`src/dsu_pkg.sv`:
```
// Shared types and constants for the disjoint-set union engine.
// Used by dsu_ctrl, dsu_datapath and disjoint_set_union_engine_core.
package dsu_pkg;

    localparam int MODE_W = 2;
    localparam int IDX_W  = 10;
    localparam int CNT_W  = 11;
    localparam int RANK_W = 4;

    localparam logic [MODE_W-1:0] MODE_UNION = 2'd0;
    localparam logic [MODE_W-1:0] MODE_FIND  = 2'd1;
    localparam logic [MODE_W-1:0] MODE_CLEAR = 2'd2;

    localparam logic [RANK_W-1:0] RANK_LIMIT = 4'd15;

    typedef enum logic [2:0] {
        S_SWEEP,
        S_IDLE,
        S_START,
        S_CHASE,
        S_COMPRESS,
        S_LINK,
        S_DONE
    } t_dsu_state;

    // Which root search of an item is running.
    typedef enum logic [1:0] {
        PH_FIRST,
        PH_SECOND,
        PH_FINAL
    } t_dsu_phase;

    typedef struct packed {
        logic       in_ready;
        logic       accept;
        logic       sweep_start;
        logic       sweep_en;
        logic       chase_start;
        logic       chase_step;
        logic       compress_step;
        logic       link;
        logic       load_out;
        t_dsu_phase phase;
    } t_dsu_cmd;

    typedef struct packed {
        logic in_err;
        logic sweep_last;
        logic found;
        logic path_done;
    } t_dsu_status;

    typedef struct packed {
        logic [IDX_W-1:0] first_root;
        logic [IDX_W-1:0] second_root;
        logic             merged;
        logic [CNT_W-1:0] set_count;
        logic             index_error;
    } t_dsu_result;

endpackage

```
`src/dsu_ctrl.sv`:
```
// Controller state machine of the disjoint-set union engine.
// Depends on dsu_pkg; drives the datapath through t_dsu_cmd.
module dsu_ctrl import dsu_pkg::*; (
    input  logic              i_clk,
    input  logic              i_rst_n,
    input  logic              i_in_valid,
    input  logic [MODE_W-1:0] i_mode,
    input  logic              i_cfg_write,
    input  logic              i_out_free,
    input  t_dsu_status       i_status,
    output t_dsu_cmd          o_cmd
);

    t_dsu_state r_state, n_state;
    t_dsu_phase r_phase, n_phase;
    logic       r_union, n_union;
    logic       r_reply, n_reply;

    always_comb begin
        n_state = r_state;
        n_phase = r_phase;
        n_union = r_union;
        n_reply = r_reply;
        if (i_cfg_write) begin
            n_state = S_SWEEP;
            n_reply = 1'b0;
        end else begin
            case (r_state)
                S_SWEEP: begin
                    if (i_status.sweep_last) begin
                        n_state = r_reply ? S_DONE : S_IDLE;
                    end
                end
                S_IDLE: begin
                    if (i_in_valid) begin
                        n_union = (i_mode == MODE_UNION);
                        n_phase = PH_FIRST;
                        case (i_mode)
                            MODE_UNION, MODE_FIND: begin
                                n_state = i_status.in_err ? S_DONE : S_START;
                            end
                            MODE_CLEAR: begin
                                n_state = S_SWEEP;
                                n_reply = 1'b1;
                            end
                            default: begin
                                n_state = S_DONE;
                            end
                        endcase
                    end
                end
                S_START: begin
                    n_state = S_CHASE;
                end
                S_CHASE: begin
                    if (i_status.found) begin
                        n_state = S_COMPRESS;
                    end
                end
                S_COMPRESS: begin
                    if (i_status.path_done) begin
                        case (r_phase)
                            PH_FIRST: begin
                                if (r_union) begin
                                    n_phase = PH_SECOND;
                                    n_state = S_START;
                                end else begin
                                    n_state = S_DONE;
                                end
                            end
                            PH_SECOND: begin
                                n_state = S_LINK;
                            end
                            default: begin
                                n_state = S_DONE;
                            end
                        endcase
                    end
                end
                S_LINK: begin
                    n_phase = PH_FINAL;
                    n_state = S_START;
                end
                S_DONE: begin
                    if (i_out_free) begin
                        n_state = S_IDLE;
                    end
                end
                default: begin
                    n_state = S_IDLE;
                end
            endcase
        end
    end

    always_comb begin
        o_cmd             = '0;
        o_cmd.phase       = r_phase;
        o_cmd.sweep_start = i_cfg_write;
        case (r_state)
            S_SWEEP: begin
                o_cmd.sweep_en = !i_cfg_write;
            end
            S_IDLE: begin
                o_cmd.in_ready = !i_cfg_write;
                o_cmd.accept   = i_in_valid && !i_cfg_write;
                if (i_in_valid && !i_cfg_write && (i_mode == MODE_CLEAR)) begin
                    o_cmd.sweep_start = 1'b1;
                end
            end
            S_START: begin
                o_cmd.chase_start = 1'b1;
            end
            S_CHASE: begin
                o_cmd.chase_step = 1'b1;
            end
            S_COMPRESS: begin
                o_cmd.compress_step = 1'b1;
            end
            S_LINK: begin
                o_cmd.link = 1'b1;
            end
            S_DONE: begin
                o_cmd.load_out = i_out_free;
            end
            default: begin
                o_cmd.in_ready = 1'b0;
            end
        endcase
    end

    always_ff @(posedge i_clk) begin
        if (!i_rst_n) begin
            r_state <= S_SWEEP;
            r_phase <= PH_FIRST;
            r_union <= 1'b0;
            r_reply <= 1'b0;
        end else begin
            r_state <= n_state;
            r_phase <= n_phase;
            r_union <= n_union;
            r_reply <= n_reply;
        end
    end

endmodule

```
`config.mk`:
```
export PLATFORM = sky130hd
export DESIGN_NAME = dsu_ctrl
export DESIGN_NICKNAME = d
export VERILOG_FILES = /design/src/dsu_pkg.sv /design/src/dsu_ctrl.sv
export SDC_FILE = /design/constraint.sdc
export NUM_CORES = 1
export LEC_CHECK = 0
export ABC_AREA = 1
export BUFFER_PORTS_ARGS = -buffer_cell sky130_fd_sc_hd__buf_2
export CORE_AREA = 2 2 39 41
export CTS_BUF_LIST = sky130_fd_sc_hd__clkbuf_4 sky130_fd_sc_hd__clkbuf_8
export DETAILED_ROUTE_END_ITERATION = 7
export DIE_AREA = 0 0 41 43
export PLACE_DENSITY = 0.9
export SLEW_MARGIN = 20
export SYNTH_ARGS = -nofsm -noshare
export SYNTH_HDL_FRONTEND = slang
export SYNTH_SLANG_ARGS = --single-unit
```
`constraint.sdc`:
```
create_clock -name i_clk -period 1.5 [get_ports i_clk]
set_input_delay 0.225 -clock i_clk [delete_from_list [all_inputs] [get_ports i_clk]]
set_output_delay 0.225 -clock i_clk [all_outputs]
set_load 0.02 [all_outputs]
```
==> flow_summary.toml, run 1 <==
[critical_path]
max_stage_delay_ns = 0.34
path_class = "register to primary output"
crit_slowest_cell = "dfxtp_4"
r2r-start = "r_state[1]"
cpLargestDelayFamily = "buffers and inverters"
cp.arrival_ns = 1.27
cp.required_ns = 1.27
worst_setup_path_start_kind = "register"
startpoint = "r_state[1]"
end_kind = "primary output"
crit_top_cell = "buf_4"
r2r_setup_slack_ns = 0.15
critical_path.max_fanout = 4
worstPathCellList = "buf_4 > inv_2 > nand2_2 > nor2_1 > buf_4"
critical_path_buf_inv_count = 3

[global_route]
grt_antenna_before_repair = 0
grt_usage_pct = 22.0
grt_start_max_net_pins = 9
grt_overflow = 0
first_global_vias = 661
grt_pass1_wl_um = 2630

[route]
vias = 796
wirelength_um = 1710
vias_per_cell = 5.31
first_pass_iters = 4
drc_errors = 0
wl_per_cell_um = 11.4
drt_iter0_drc = 23
postRouteAntennaNets = 0

[synth]
synth_nets = 117
ys_ff_latch = 7
yosysWarnings = 0
synth_top_cells_by_area = "dfxtp_1, inv_1, nand2_1"
ys_seq_area_share_pct = 21.7
yosys.area.top_type_share_pct = 21.7
synthCells = 106
syn_area_per_cell_um2 = 6.09
synth_largest_area_cell = "dfxtp_1"
ys_types = 22
synth_area_um2 = 646

[final_layout]
fin_area_um2 = 862
utilization_pct = 62.3
fill_cells = 119
drive_gt1_share_pct = 41.8
area_delta_synth_final_pct = 33.5
stdcell_count = 150
diodes = 0
finalNetCount = 146

[placed_design]
place_area_um2 = 756
globalplace.congestion = 0.896
placed_cells = 142
dpl.hpwl_um = 1230
portBuffers = 21

[clocking]
clk_pin_slew_ns = 0.06
cts_max_level = 1
clockBufferDepth = 2
cts_root_buf = "clkbuf_4"
insertion_delay_ns = 0.27
cts_sinks = 7
cts_tree = "yes"
numCtsBuffers = 3

[sta]
hold_violations = 0
period_needed_ns = 1.49
period_share_pct = 99.4
fmax_mhz = 670
clock_skew_ns = 0.00951
setup_violations = 0
holdWs_ns = 0.219
max_slew.worst_pin.slew_ns = 0.303
slew_headroom_pct = 79.6
slew_violations = 0

[min_path]
hp-class = "input port to register"
worstHoldStart = "i_rst_n"

[pwr]
max-vdd-ir-drop_mv = 0.386
powerDensity_nw_per_um2 = 643
p_total_mw = 0.555
p_leak_nw = 0.437

[die]
fp.dieH_um = 43
die-area_um2 = 1760
fp-row-count = 14
io_pins = 22
start_util_pct = 46.7
die_width_um = 41
coreArea_um2 = 1380

[outcome]
status = "finished, final reports clean"

[flow_run]
maxCapViolations = 0
## cells in the mapped netlist
master   count
nor2_1      14
o21ai_0      5
o21ai_1      3
buf_6        2
or2_2        1
nand4_1      2
nand2_2      7
nor2_4       3
inv_2        4
nor3_4       1
or2_1        1
nand2_1     16
dfxtp_1      7
a21oi_1      4
nor2_2       3
nor4_1       1
nor3_1       3
inv_1       17
buf_4        1
nand3_1      9
nor3_2       1
nand3_2      1
## state kept, by name (all words and copies together) (netlist names)
register,cells
r_phase,2
r_reply,1
r_state,3
r_union,1
## worst min-delay path: stages
cell and delay, ns:
buf_2 0.12, nand2_1 0.06, nor2_1 0.03
## layer usage
metal	wire [um]	part of all wire [%]	track usage (%)
met1	659	39	26.9
met2	816	48	33.1
met3	155	9.1	5.24
met4	78	4.6	13.3
met5	0	0	0
## area by class of cell
class / instances / area [um2] / area share (%)
multi-input combinational: 75 / 412 / 47.8
timing repair buffer: 27 / 170 / 19.7
sequential: 7 / 151 / 17.6
inverter: 21 / 78.8 / 9.14
clock buffer: 4 / 30.0 / 3.48
tap: 16 / 20.0 / 2.32
## timing repair
item	4_1_cts	5_1_grt
resized for setup	9	6
hold buffers	0	0
setup endpoints to repair	4	3
pin swaps	2	1
buffers inserted	4	0
## path summary, 6_finish.rpt
check	endpoint	depth (start not counted)
max	o_cmd[3]	5
min	r_union	3
max reg2reg	r_state[2]	8
min reg2reg	r_reply	2
## cell usage in the layout, fill, tap and decap left out
cell,instances
inv_1,17
buf_4,9
a21oi_1,4
nor2_1,14
o21ai_0,5
buf_6,2
or2_1,1
nand2_1,16
o21ai_1,3
nor3_2,1
dfxtp_1,4
inv_2,4
nor2_2,3
nand2_2,7
nand4_1,2
clkbuf_4,4
nor3_1,3
nand3_2,1
dfxtp_4,3
buf_2,16
nand3_1,9
nor4_4,1
nor3_4,1
nor2_4,3
or2_2,1
## cell families (layout without fill, tap and decap cells)
logic type             count (synthesis)  count (layout)  synth area share, %
AO/OA/AOI/OAI                         12              12                 9.30
buffers and inverters                 24              52                 16.9
flip-flops                             7               7                 21.7
AND/OR/NAND/NOR                       63              63                 52.1
## metrics by stage
step,TNS (ns),setup slack (ns)
finish,0,0.00827
global route,-0.0240,-0.0240
CTS,0,0.00544
detailed placement,0,0.125
global placement,0,0.169
floorplan,0,0.0978
## where the power goes
| group | leakage (nW) | total, mW | switching (mW) | internal, mW |
|---|---|---|---|---|
| Combinational | 0.359 | 0.156 | 0.0939 | 0.0619 |
| Clock | 0.0184 | 0.198 | 0.0780 | 0.120 |
| Sequential | 0.0591 | 0.201 | 0.00994 | 0.191 |
Note: power is estimated with default switching activity, not from simulation.
==> inputs of run 2 (changes only) <==
--- a/config.mk
+++ b/config.mk
@@ -6,11 +6,13 @@
 export NUM_CORES = 1
 export LEC_CHECK = 0
 export ABC_AREA = 1
+export ABC_CLOCK_PERIOD_IN_PS = 1500
 export BUFFER_PORTS_ARGS = -buffer_cell sky130_fd_sc_hd__buf_2
-export CORE_AREA = 2 2 39 41
+export CORE_AREA = 8 8 45 47
 export CTS_BUF_LIST = sky130_fd_sc_hd__clkbuf_4 sky130_fd_sc_hd__clkbuf_8
 export DETAILED_ROUTE_END_ITERATION = 7
-export DIE_AREA = 0 0 41 43
+export DIE_AREA = 0 0 53 55
+export MAX_ROUTING_LAYER = met4
 export PLACE_DENSITY = 0.9
 export SLEW_MARGIN = 20
 export SYNTH_ARGS = -nofsm -noshare
==> flow_summary.toml, run 2 (same netlist as run 1, synthesis figures left out) <==
[sta]
setup_tns_ns = 0
hold_violations = 0
fmax_mhz = 682
slew_headroom_pct = 83.0
period_needed_ns = 1.47
rsz0062_at_grt = "yes"
setup_violations = 0
slew_violations = 0
holdWs_ns = 0.231
clock_skew_ns = 0.00154
period_share_pct = 97.8
max_slew.worst_pin.slew_ns = 0.252

[route]
met1Wirelength_um = 819
wl_met2_um = 973
first_pass_iters = 4
routed.top_layer = "met4"
wl_met3_um = 146
drt_iter0_drc = 19
vias_per_cell = 5.01
wl_per_cell_um = 12.7
wirelength_um = 1960
postRouteAntennaNets = 0
vias = 777
drc_errors = 0

[final_layout]
drive_gt1_share_pct = 43.2
utilization_pct = 64.6
regMostFlops = "r_state"
final_common_cell = "inv_1"
diodes = 0
stdcell_count = 155
fill_cells = 121
area_delta_synth_final_pct = 38.4
reg.largest.list = "r_state x3, r_phase x2"
largest_reg_flops = 3
finalNetCount = 151
layout_common_cells = "inv_1, nand2_1, buf_2, nor2_1, buf_4"

[global_route]
grt_usage_pct = 13.4
grt_antenna_before_repair = 0
grt_pass1_wl_um = 2910
grt_start_max_net_pins = 10
grt_overflow = 0
first_global_vias = 736

[pwr]
swShare_pct = 31.3
switching_power_mw = 0.171
max-vdd-ir-drop_mv = 0.591
seqPwrFrac_pct = 36.8
p_clk_share_pct = 33.8
combPwrFrac_pct = 29.4
powerDensity_nw_per_um2 = 614
internal-power_mw = 0.377
p_leak_nw = 0.460

[clocking]
cts_root_buf = "clkbuf_4"
clockBufferDepth = 2
numCtsBuffers = 3
cts_sinks = 7
cts_max_level = 1
clk_pin_slew_ns = 0.05
insertion_delay_ns = 0.25
cts_tree = "yes"

[critical_path]
worst_setup_path_start_kind = "register"
path_class = "register to primary output"
cp.required_ns = 1.27
r2r-start = "r_state[2]"
critical_path.max_fanout = 9
r2r_setup_slack_ns = 0.08
end_kind = "primary output"
cp.arrival_ns = 1.24
worstRegToRegCells = 10
rr_endpoint = "r_state[1]"

[min_path]
worstHoldStart = "i_rst_n"
whs_path_depth = 3
min_to = "r_union"
hp-class = "input port to register"

[outcome]
status = "finished, final reports clean"

[die]
coreArea_um2 = 1380
start_util_pct = 46.7
die_width_um = 53
io_pins = 22
die-area_um2 = 2920
fp-row-count = 14
fp.dieH_um = 55

[placed_design]
portBuffers = 21
placed_cells = 142
globalplace.congestion = 0.912
dpl.hpwl_um = 1360

[flow_run]
maxCapViolations = 0
## run 2: cell types whose count changed in the layout (fill, tap and decap cells not counted), sizes merged
cell,before,now
buf,27,32
## run 2: power groups by stage
stage	clock network, mW	registers, mW	logic (mW)
after floorplan	0	0.207	0.0991
after global placement	0	0.209	0.134
after detailed placement	0	0.209	0.137
after CTS	0.188	0.203	0.144
after global routing	0.205	0.203	0.177
final	0.185	0.202	0.161
## run 2: stage by stage
step           setup slack, ns  power (mW)  area (um2)
3_5_place_dp             0.120       0.347         756
2_1_floorplan           0.0978       0.306         646
6_report                0.0329       0.548         893
5_1_grt                -0.0333       0.585         893
3_3_place_gp             0.172       0.343         756
4_1_cts              -0.000865       0.535         826
## run 2: layout make-up
type                       count  area [um2]  area share (%)
sequential                     7         151            16.9
inverter                      21        83.8            9.38
tap                           16        20.0            2.24
timing repair buffer          32         211            23.7
clock buffer                   4        30.0            3.36
multi-input combinational     75         397            44.4
## run 2: how the worst max path moves through the flow
| stage | from | to | slack, ns | depth (start not counted) |
|---|---|---|---|---|
| floorplan | r_state[0] | o_cmd[7] | 0.1 | 2 |
| global placement | r_state[2] | r_state[0] | 0.17 | 7 |
| detailed placement | r_state[0] | o_cmd[9] | 0.12 | 5 |
| CTS | r_state[1] | o_cmd[9] | -0.0009 | 5 |
| global route | r_state[2] | o_cmd[8] | -0.03 | 6 |
| finish | r_state[0] | o_cmd[9] | 0.03 | 5 |
## run 2: critical path: stages (launching register included)
cell and delay, ns:
dfxtp_4 0.40, inv_2 0.09, nor2_4 0.13, nand2_2 0.08, nor3_4 0.15, buf_6 0.15
## run 2: routing by layer
metal / track usage [%] / up-vias
met2: 24.8 / 32
met4: 5.17 / 0
li1: - / 398
met1: 12.4 / 343
met3: 4.55 / 4
met5: - / -
## run 2: timing repair
action                                 in CTS  in global routing
hold buffers                                0                  0
buffers inserted                            3                  6
gates resized for setup                     8                  8
pin swaps                                   2                  6
setup endpoints to repair                   3                  4
endpoints found under the hold margin       0                  0
==> inputs of run 3 (changes only) <==
--- a/config.mk
+++ b/config.mk
@@ -13,7 +13,8 @@
 export DETAILED_ROUTE_END_ITERATION = 7
 export DIE_AREA = 0 0 53 55
 export MAX_ROUTING_LAYER = met4
-export PLACE_DENSITY = 0.9
+export PLACE_DENSITY = 0.83
+export RECOVER_POWER = 25
 export SLEW_MARGIN = 20
 export SYNTH_ARGS = -nofsm -noshare
 export SYNTH_HDL_FRONTEND = slang
==> flow_summary.toml, run 3 (same netlist as run 1, synthesis figures left out) <==
[global_route]
first_global_vias = 695
grt_start_max_net_pins = 13
grt_antenna_before_repair = 0
grt_usage_pct = 13.8
grt_overflow = 0
grt_pass1_wl_um = 2910

[outcome]
status = "finished, final reports clean"

[critical_path]
path_class = "register to primary output"
cp.required_ns = 1.27
cp.arrival_ns = 1.24
worst_setup_path_start_kind = "register"
rr_endpoint = "r_state[2]"
critical_path.max_fanout = 5
r2r-start = "r_state[1]"
worstRegToRegCells = 8
startpoint = "r_state[2]"
end_kind = "primary output"
r2r_setup_slack_ns = 0.21

[sta]
clock_skew_ns = 0.00205
period_share_pct = 97.4
max_slew.worst_pin.slew_ns = 0.272
setup_violations = 0
setup_ws_ns = 0.0390
slew_headroom_pct = 81.7
hold_violations = 0
holdWs_ns = 0.220
slew_violations = 0
fmax_mhz = 684
period_needed_ns = 1.46
rsz0062_at_grt = "yes"

[pwr]
p_clk_share_pct = 36.8
powerDensity_nw_per_um2 = 665
internal-power_mw = 0.368
p_leak_nw = 0.421
switching_power_mw = 0.185
seqPwrFrac_pct = 36.7
max-vdd-ir-drop_mv = 0.567
swShare_pct = 33.4
combPwrFrac_pct = 26.5

[final_layout]
layout_common_cells = "inv_1, buf_2, nand2_1, nor2_1, nand3_1"
regArea_um2 = 151
utilization_pct = 60.0
drive_gt1_share_pct = 39.1
largest_reg_flops = 3
regMostFlops = "r_state"
diodes = 0
finalNetCount = 145
stdcell_count = 149
fill_cells = 137
reg.largest.list = "r_state x3, r_phase x2"
area_delta_synth_final_pct = 28.7
multi_input_area_um2 = 397

[die]
fp.dieH_um = 55
start_util_pct = 46.7
die-area_um2 = 2920
io_pins = 22
coreArea_um2 = 1380
die_width_um = 53
fp-row-count = 14

[placed_design]
dpl.hpwl_um = 1390
globalplace.congestion = 0.931
placed_cells = 142
dpl_worst_slack_ns = 0.108
portBuffers = 21

[clocking]
clk_pin_slew_ns = 0.06
cts_hold_buf = 0
cts_tree = "yes"
numCtsBuffers = 3
cts_root_buf = "clkbuf_4"
cts_sinks = 7
insertion_delay_ns = 0.26
clockBufferDepth = 2
cts_max_level = 1

[min_path]
min_to = "r_union"
worstHoldStart = "i_rst_n"
hp-class = "input port to register"
whs_path_depth = 3

[route]
vias = 762
first_pass_iters = 4
wirelength_um = 1800
wl_per_cell_um = 12.1
drc_errors = 0
vias_per_cell = 5.11
drt_iter0_drc = 21
postRouteAntennaNets = 0

[flow_run]
maxCapViolations = 0
-- run 3: cell types whose count changed in the layout (fill, tap and decap cells not counted), sizes merged --
cell / before / now
clkbuf: 4 / 6
buf: 32 / 24
-- run 3: final cells by class --
class,instances,share of cell area (%)
Inverter,21,10.1
Sequential cell,7,18.2
Tap cell,16,2.41
Multi-Input combinational cell,75,47.7
Clock buffer,4,3.61
Timing Repair Buffer,26,17.9
-- run 3: power by group through the flow --
| stage | registers, mW | clock network (mW) | logic, mW |
|---|---|---|---|
| floorplan | 0.207 | 0 | 0.0991 |
| global placement | 0.208 | 0 | 0.136 |
| detailed placement | 0.209 | 0 | 0.139 |
| CTS | 0.206 | 0.208 | 0.140 |
| global route | 0.204 | 0.223 | 0.161 |
| finish | 0.203 | 0.203 | 0.147 |
-- run 3: per-layer routing --
metal	routed length, um	up-vias	global-route usage, %
met5	0	-	-
met4	34	0	6.47
met3	122	5	3.48
met2	853	28	22.5
met1	793	341	15.6
li1	-	388	-
-- run 3: worst max-delay path by stage --
stage | cells past startpoint | endpoint | slack (ns)
3_3_place_gp | 7 | r_state[0] | 0.19
2_1_floorplan | 2 | o_cmd[7] | 0.1
5_1_grt | 6 | o_cmd[8] | -0.04
4_1_cts | 5 | o_cmd[9] | 0.004
3_5_place_dp | 5 | o_cmd[9] | 0.11
6_report | 6 | o_cmd[8] | 0.04
-- run 3: repair_timing --
item | in CTS | in global routing
buffers inserted | 1 | 3
endpoints found under the setup margin | 4 | 2
gates resized for setup | 9 | 2
pin swaps | 1 | 2
-- run 3: worst max-delay path, stage by stage (launching register included) --
cell and delay [ns]:
dfxtp_4 0.37, inv_4 0.08, nand2_2 0.06, nor2_4 0.11, nand4_1 0.13, nand2_1 0.09
buf_4 0.14
-- run 3: metrics by stage --
step                TNS, ns  area [um2]  total power, mW
global placement          0         756            0.344
global route        -0.0397         831            0.588
floorplan                 0         646            0.306
CTS                       0         806            0.554
finish                    0         831            0.553
detailed placement        0         756            0.348
